### config.mk
export PLATFORM = sky130hd
export DESIGN_NAME = insertion_sort_descending_unit_flat
export DESIGN_NICKNAME = d
export VERILOG_FILES = /design/src/hdl/isd_pkg.sv /design/src/hdl/isd_if.sv /design/src/hdl/insertion_sort_descending_unit.sv /design/src/hdl/isd_cell.sv /design/src/flat_wrapper.sv
export SDC_FILE = /design/constraint.sdc
export NUM_CORES = 2
export LEC_CHECK = 0
export BUFFER_PORTS_ARGS = -buffer_cell sky130_fd_sc_hd__buf_4
export CAP_MARGIN = 25
export CORE_MARGIN = 2
export CORE_UTILIZATION = 45
export DETAILED_ROUTE_END_ITERATION = 7
export PLACE_DENSITY = 0.6
export RECOVER_POWER = 100
export SYNTH_ARGS = -nofsm -noshare
export SYNTH_HDL_FRONTEND = slang
export SYNTH_HIERARCHICAL = 1
export SYNTH_SLANG_ARGS = --single-unit
### constraint.sdc
create_clock -name clk -period 3.51 [get_ports clk]
set_input_delay 0.351 -clock clk [delete_from_list [all_inputs] [get_ports clk]]
set_output_delay 0.351 -clock clk [all_outputs]
set_load 0.05 [all_outputs]
### src/hdl/isd_pkg.sv
`timescale 1ns / 1ps
`default_nettype none
// ----------------------------------------------------------------------------
// isd_pkg: shared types and constants of the descending insertion sorter
// Holds the list capacity, the word width, the sequencer states and the
// control struct that the top level drives into every cell of the chain.
// ----------------------------------------------------------------------------
package isd_pkg;

    localparam int MAX_ELEMENTS = 16;
    localparam int WORD_W       = 32;

    typedef logic signed [WORD_W-1:0] word_t;

    typedef enum logic {
        ST_FILL,
        ST_DRAIN
    } state_t;

    // Broadcast to all cells: insert a new key, or shift the list toward the head.
    typedef struct packed {
        logic insert;
        logic shift;
    } isd_ctrl_t;

endpackage

`default_nettype wire

### src/hdl/isd_if.sv
`timescale 1ns / 1ps
`default_nettype none
// ----------------------------------------------------------------------------
// isd_if: request channels of the descending insertion sorter
// One interface for incoming elements and one for sorted results, each with
// a valid/ready handshake and a source and a sink modport.
// ----------------------------------------------------------------------------
interface isd_in_if;
    logic                valid;
    logic                ready;
    isd_pkg::word_t      value;
    logic                last;

    modport source (output valid, output value, output last, input ready);
    modport sink   (input valid, input value, input last, output ready);
endinterface

interface isd_out_if;
    logic                valid;
    logic                ready;
    isd_pkg::word_t      sorted_value;
    logic                is_last;
    logic                overflow;

    modport source (output valid, output sorted_value, output is_last, output overflow,
                    input ready);
    modport sink   (input valid, input sorted_value, input is_last, input overflow,
                    output ready);
endinterface

`default_nettype wire

### src/hdl/insertion_sort_descending_unit.sv
`timescale 1ns / 1ps
`default_nettype none
// ----------------------------------------------------------------------------
// insertion_sort_descending_unit: stable descending insertion sorter
// Inserts one signed element per request into a chain of cells kept in
// descending order, then drains the whole batch largest first.
// ----------------------------------------------------------------------------
//  Channel   Role   Payload
//  items     sink   value (32, signed), last
//  results   source sorted_value (32, signed), is_last, overflow
//
//  On an element request every cell compares the key at once.
//  After the request flagged last, the list drains from the head cell at one
//  result per cycle while results.ready is high; items.ready is low meanwhile.
//  A request dropped for lack of room is still accepted and sets overflow.
//  Reset clears the cell valid bits, the overflow flag and the sequencer.
//  A stall on results simply holds the head cell in place.
// ----------------------------------------------------------------------------
module insertion_sort_descending_unit (
    input  wire logic  clk,
    input  wire logic  rst_n,
    isd_in_if.sink     items,
    isd_out_if.source  results
);

    localparam int N = isd_pkg::MAX_ELEMENTS;

    isd_pkg::state_t    state_reg;
    isd_pkg::state_t    state_next;
    logic               dropped_reg;
    logic               dropped_next;
    isd_pkg::isd_ctrl_t ctrl;

    isd_pkg::word_t     cell_value [N];
    logic [N-1:0]       cell_valid;
    logic [N-1:0]       cell_ins;

    logic               item_acc;
    logic               result_acc;
    logic               full;

    assign full       = cell_valid[N-1];
    assign item_acc   = items.valid && items.ready;
    assign result_acc = results.valid && results.ready;

    genvar gi;
    generate
        for (gi = 0; gi < N; gi++)
        begin : g_cell
            isd_pkg::word_t pv;
            logic           pvld;
            logic           pins;
            isd_pkg::word_t nv;
            logic           nvld;

            if (gi == 0)
            begin : g_head
                assign pv   = items.value;
                assign pvld = 1'b1;
                assign pins = 1'b0;
            end
            else
            begin : g_body
                assign pv   = cell_value[gi-1];
                assign pvld = cell_valid[gi-1];
                assign pins = cell_ins[gi-1];
            end

            if (gi == N-1)
            begin : g_tail
                assign nv   = cell_value[gi];
                assign nvld = 1'b0;
            end
            else
            begin : g_inner
                assign nv   = cell_value[gi+1];
                assign nvld = cell_valid[gi+1];
            end

            isd_cell u_cell (
                .clk        (clk),
                .rst_n      (rst_n),
                .ctrl       (ctrl),
                .key        (items.value),
                .prev_value (pv),
                .prev_valid (pvld),
                .prev_ins   (pins),
                .next_value (nv),
                .next_valid (nvld),
                .value      (cell_value[gi]),
                .valid      (cell_valid[gi]),
                .ins        (cell_ins[gi])
            );
        end
    endgenerate

    // Next state.
    always_comb
    begin
        state_next = state_reg;
        unique case (state_reg)
            isd_pkg::ST_FILL:
            begin
                if (item_acc && items.last)
                begin
                    state_next = isd_pkg::ST_DRAIN;
                end
            end
            isd_pkg::ST_DRAIN:
            begin
                if (result_acc && !cell_valid[1])
                begin
                    state_next = isd_pkg::ST_FILL;
                end
            end
            default:
            begin
                state_next = isd_pkg::ST_FILL;
            end
        endcase
    end

    // Outputs.
    always_comb
    begin
        items.ready   = 1'b0;
        results.valid = 1'b0;
        unique case (state_reg)
            isd_pkg::ST_FILL:
            begin
                items.ready = 1'b1;
            end
            isd_pkg::ST_DRAIN:
            begin
                results.valid = 1'b1;
            end
            default:
            begin
                items.ready   = 1'b0;
                results.valid = 1'b0;
            end
        endcase
    end

    assign ctrl.insert = item_acc && !full;
    assign ctrl.shift  = result_acc;

    assign results.sorted_value = cell_value[0];
    assign results.is_last      = !cell_valid[1];
    assign results.overflow     = dropped_reg;

    always_comb
    begin
        dropped_next = dropped_reg;
        if (item_acc && full)
        begin
            dropped_next = 1'b1;
        end
        else if (result_acc && results.is_last)
        begin
            dropped_next = 1'b0;
        end
    end

    always_ff @(posedge clk or negedge rst_n)
    begin
        if (!rst_n)
        begin
            state_reg   <= isd_pkg::ST_FILL;
            dropped_reg <= 1'b0;
        end
        else
        begin
            state_reg   <= state_next;
            dropped_reg <= dropped_next;
        end
    end

    // Checks on the chain contents and the overflow flag.
    logic [N-2:0] order_bad;
    logic [N-2:0] gap_bad;

    always_comb
    begin
        for (int k = 0; k < N-1; k++)
        begin
            order_bad[k] = cell_valid[k+1] && (cell_value[k] < cell_value[k+1]);
            gap_bad[k]   = cell_valid[k+1] && !cell_valid[k];
        end
    end

    a_sorted_order: assert property (@(posedge clk) disable iff (!rst_n)
        !(|order_bad))
        else $error("chain entries out of descending order");

    a_no_gaps: assert property (@(posedge clk) disable iff (!rst_n)
        !(|gap_bad))
        else $error("valid cells are not contiguous from the head");

    a_drain_nonempty: assert property (@(posedge clk) disable iff (!rst_n)
        results.valid |-> cell_valid[0])
        else $error("result offered from an empty chain");

    a_empty_after_batch: assert property (@(posedge clk) disable iff (!rst_n)
        (result_acc && results.is_last) |=> (!cell_valid[0] && !dropped_reg))
        else $error("chain or overflow flag not cleared after the final result");

endmodule

`default_nettype wire

### src/hdl/isd_cell.sv
`timescale 1ns / 1ps
`default_nettype none
// ----------------------------------------------------------------------------
// isd_cell: one slot of the insertion chain
// Holds one list entry. On insert it keeps its entry, takes the new key, or
// takes its upper neighbor's entry; on shift it takes its lower neighbor's.
// ----------------------------------------------------------------------------
module isd_cell (
    input  wire logic               clk,
    input  wire logic               rst_n,
    input  wire isd_pkg::isd_ctrl_t ctrl,
    input  wire isd_pkg::word_t     key,
    input  wire isd_pkg::word_t     prev_value,
    input  wire logic               prev_valid,
    input  wire logic               prev_ins,
    input  wire isd_pkg::word_t     next_value,
    input  wire logic               next_valid,
    output isd_pkg::word_t          value,
    output logic                    valid,
    output logic                    ins
);

    isd_pkg::word_t value_reg;
    isd_pkg::word_t value_next;
    logic           valid_reg;
    logic           valid_next;

    // Strict compare keeps equal keys behind the ones already stored.
    assign ins = !valid_reg || (key > value_reg);

    always_comb
    begin
        value_next = value_reg;
        valid_next = valid_reg;
        if (ctrl.insert)
        begin
            if (ins)
            begin
                value_next = prev_ins ? prev_value : key;
            end
            valid_next = valid_reg || prev_valid;
        end
        else if (ctrl.shift)
        begin
            value_next = next_value;
            valid_next = next_valid;
        end
    end

    always_ff @(posedge clk or negedge rst_n)
    begin
        if (!rst_n)
        begin
            valid_reg <= 1'b0;
        end
        else
        begin
            valid_reg <= valid_next;
        end
    end

    always_ff @(posedge clk)
    begin
        value_reg <= value_next;
    end

    assign value = value_reg;
    assign valid = valid_reg;

endmodule

`default_nettype wire

### src/flat_wrapper.sv
// flat-port wrapper written by rule: the top's interface ports become plain ports
module insertion_sort_descending_unit_flat 
  (clk, rst_n, items_valid, items_value, items_last, items_ready, results_valid, results_sorted_value, results_is_last, results_overflow, results_ready);
  isd_in_if items_i ();
  isd_out_if results_i ();
  input  wire logic clk;
  input  wire logic rst_n;
  input wire logic [$bits(items_i.valid)-1:0] items_valid;
  input wire logic [$bits(items_i.value)-1:0] items_value;
  input wire logic [$bits(items_i.last)-1:0] items_last;
  output wire logic [$bits(items_i.ready)-1:0] items_ready;
  output wire logic [$bits(results_i.valid)-1:0] results_valid;
  output wire logic [$bits(results_i.sorted_value)-1:0] results_sorted_value;
  output wire logic [$bits(results_i.is_last)-1:0] results_is_last;
  output wire logic [$bits(results_i.overflow)-1:0] results_overflow;
  input wire logic [$bits(results_i.ready)-1:0] results_ready;
  assign items_i.valid = items_valid;
  assign items_i.value = items_value;
  assign items_i.last = items_last;
  assign items_ready = items_i.ready;
  assign results_valid = results_i.valid;
  assign results_sorted_value = results_i.sorted_value;
  assign results_is_last = results_i.is_last;
  assign results_overflow = results_i.overflow;
  assign results_i.ready = results_ready;
  insertion_sort_descending_unit u_core (.clk(clk), .rst_n(rst_n), .items(items_i), .results(results_i));
endmodule
Word-level counts from Yosys, hierarchy flattened
Index checks and enable logic that the tools add are counted.
Word-level totals
  output and inout bits: 36
  word-level logic and storage cells: 236
  register bits after elaboration: 530
Operators by class
  bitwise operators: 1
  equal/unequal tests: 15
  muxes and demuxes: 99
  reductions and logical operators: 71
  order comparisons: 16
Operators with widths (count)
  32-bit two-way mux: 60
  32-bit greater-than comparator: 16
  1-bit two-way mux: 38
  2-bit AND reduction: 16
  1-bit logical OR: 31
  2-bit inequality test, second input constant: 15
  1-bit logical NOT: 16
  1-bit logical AND: 6
  2-bit nonzero test: 2
  1-bit case mux with 2 select lines: 1
  1-bit NOT: 1

Depth between registers and ports, before layout
  depth after elaboration: 5
  gate-level depth with buffers: 12
  depth with buffers taken out: 10

Hierarchy
The synthesis kept the hierarchy.
Modules (own cells, without submodules)
  isd_cell: times used 16, cells an instance 262, area each 2511.2 um2, seq. area each 985.9 um2
  insertion_sort_descending_unit: times used 1, cells an instance 13, area each 112.6 um2, seq. area each 50.0 um2

Worst setup path after synthesis
OpenSTA, ideal clock, no wires.
  path type: reg2reg
  from: reg u_core.state_reg
  to: reg u_core.g_cell[0].u_cell.value_reg[0] (enable)
  clock period less this slack: 4.047 ns
  required time: 3.069 ns
  cell stages (with the launch flop): 7
  arrival time: 3.606 ns
  slack: -0.537 ns
  buffers on the path: 2
  cells stage by stage: dfrtp_1 nor2b_1 nor2b_1 clkbuf_1 clkbuf_1 nor2_1 a31oi_1
RTL lines
  start, declared: line insertion_sort_descending_unit.sv:28  | isd_pkg::state_t state_reg;
  start signal, assigned: line insertion_sort_descending_unit.sv:169  | state_reg <= isd_pkg::ST_FILL;
  start signal, assigned: line insertion_sort_descending_unit.sv:174  | state_reg <= state_next;
  end signal, assigned: line isd_cell.sv:64  | value_reg <= value_next;
  end, declared: line isd_cell.sv:23  | isd_pkg::word_t value_reg;

Final worst setup path
  from: reg u_core.g_cell[14].u_cell.value_reg[30]
  to: reg u_core.g_cell[15].u_cell.value_reg[1] (data pin)
Between the ends
  word-level cells in the longest chain between the ends: 3
RTL lines
  start, declared: line isd_cell.sv:23
  start signal, assigned: line isd_cell.sv:64
  32-bit greater-than comparator: line isd_cell.sv:29  | assign ins = !valid_reg || (key > value_reg);
  1-bit logical OR: line isd_cell.sv:29
  via u_core.cell_ins[14]: line insertion_sort_descending_unit.sv:36  | logic [N-1:0] cell_ins;
  32-bit two-way mux: line isd_cell.sv:39  | value_next = prev_ins ? prev_value : key;
  end signal, assigned: line isd_cell.sv:64
  end, declared: line isd_cell.sv:23
The timed path passes the listed nets, and every way through them passes these cells.
A chain may end at the register's enable or synchronous reset.

==> run metrics <==
max_slew headroom 7.72%; Slew @ Worst Pin 1.38 ns; Setup violations, final 0; fmax 0.298 GHz; Antenna diodes 0; Setup crit start kind register; ratio of cells with drive above 1 in the final layout 6.67%; 1st-pass router iterations 5; clock tree from TritonCTS done; Hold Vio Cnt, Final 0; Final Skew 0.0165 ns; Power Dens Cells 880 mW/mm²; Hold Crit Class input port to register; remaining routing DRC violations 0; Final ANT Viol Nets 0; outcome finished clean; maximum fanout along the worst path 20; arrival time at the worst endpoint 3.67 ns; syn avg cell area 9.58 µm²; Worst-Skew Late Latency 0.60 ns; Sink Count 530; Bufs on Longest Clock Path 3; CP Class register to register; vias in the first global route 29,500; Rows 109; Tot Pwr 39.2 mW; Layout area overhead 10.6%; Reg clk slew, reported paths 0.06 ns; Num CTS Buffers 66; Max Cap Viol 0; per-cell routed wire length 17.9 µm; Final Max Tran Viols 0; first-pass GRT wire length 158,000 µm; die width 303 µm; final wirelength 97,900 µm; io pins 73; vias post-DR 29,700; Netlist Area Pre-Place 0.0403 mm²; Cells after DPL 5,364; Root Buffer clkbuf_16; leakage dissipation 22.0 nW; max reg flops 512; Yosys Warn Count 6; Cells after Synth 4,204; Placer Congestion 0.838; RSZ-0062 raised after global routing false; via density per instance 5.42; H-tree Lvls 3; Starting Density 45.5%; nets@finish 4,818; Worst IR Drop VDD 0.000848 V; min Tclk post-route 3.36 ns; initial antenna violation count 0; post-route insts no fill 5,482; core footprint 0.0885 mm²; GR Util All Layers 21.2%; post-DP HPWL 74,100 µm; largest net degree at the start of global routing 209; Die ar. 0.0919 mm²; global route overflow 0; fill count 8,363; drt first-iter violations 1,809; WP data required 3.82 ns; TNS Setup 0 ns; element type at the critical path end register; Tcrit/Tclk final 95.6%; die height 303 µm; hold_ws 0.0514 ns; IO buf count 72
## critical path, stage by stage, from the launching register on
cell	delay (ns)
edfxtp_1	0.40
inv_1	0.06
ha_1	0.31
nand4_2	0.14
nor4_1	0.56
nand4_1	0.24
a31oi_1	0.32
o221ai_1	0.23
nand2_1	0.20
buf_6	0.28
mux2i_1	0.23
a21oi_1	0.08
## final timing paths
kind / depth (start not counted) / slack [ns] / end / startpoint
setup / recovery: 11 / 0.15 / u_core/g_cell[15].u_cell/value[1]$_DFFE_PP_ / u_core/g_cell[14].u_cell/value[30]$_DFFE_PP_
hold / removal: 3 / 0.05 / u_core/results.overflow$_DFFE_PN0P_ / items_valid
setup reg to reg: 11 / 0.15 / u_core/g_cell[15].u_cell/value[1]$_DFFE_PP_ / u_core/g_cell[14].u_cell/value[30]$_DFFE_PP_
hold reg to reg: 1 / 0.52 / u_core/results.overflow$_DFFE_PN0P_ / u_core/results.overflow$_DFFE_PN0P_
max in group asynchronous: 2 / 2.21 / u_core/g_cell[11].u_cell/valid$_DFFE_PN0P_ / rst_n
min in group asynchronous: 2 / 0.54 / u_core/state_reg$_DFF_PN0_ / rst_n
## metal layers
layer  track usage, %  wire, µm
met5                0         0
met4             5.32      2070
met3             2.19      2960
met2             35.1     45200
met1             29.6     47700
## per-stage QoR
step / utilization (%) / cell area [µm²] / setup WS [ns]
floorplan: - / 40400 / 0.111
global route: 50.3 / 44600 / 0.0182
CTS: 51.1 / 45200 / 0.0447
detailed placement: 48.9 / 43200 / -0.126
finish: 50.3 / 44600 / 0.153
global placement: 48.9 / 43200 / -0.0795
## repair_timing
item,in CTS,in global routing
endpoints found under the setup margin,0,15
buffers inserted,0,0
hold buffers,2,0
hold endpoints to repair,19,0
gates resized for setup,0,1
## cell usage in the layout (no fill, tap or decap), types with 18 or more instances in the layout
cell / instances
nor4_2: 24
buf_12: 25
dfrtp_1: 18
nand4_1: 53
clkinv_1: 27
nand2b_1: 33
a221oi_1: 32
a21o_1: 80
clkbuf_16: 69
nand2_1: 136
a21oi_1: 689
a31oi_1: 20
inv_1: 514
ha_1: 512
buf_4: 83
o21ai_0: 53
mux2i_1: 512
nor2_1: 592
edfxtp_1: 512
clkbuf_1: 74
nor2b_1: 18
## area by class of cell
| type | count | area, µm² | area share, % |
|---|---|---|---|
| timing repair buffer | 188 | 1530 | 3.44 |
| tap | 1165 | 1460 | 3.27 |
| sequential | 530 | 15800 | 35.5 |
| clock inverter | 19 | 91.3 | 0.205 |
| multi-input combinational | 2953 | 21800 | 49.0 |
| clock buffer | 97 | 1840 | 4.13 |
| inverter | 530 | 1990 | 4.47 |
## power breakdown
part / switching (mW) / leakage [nW] / internal (mW)
registers: 2.72 / 5.02 / 11.5
clock network: 2.71 / 0.935 / 3.63
logic: 11.1 / 16.0 / 7.57
total: 16.5 / 22.0 / 22.7
Power figures use the tool's default switching activity.
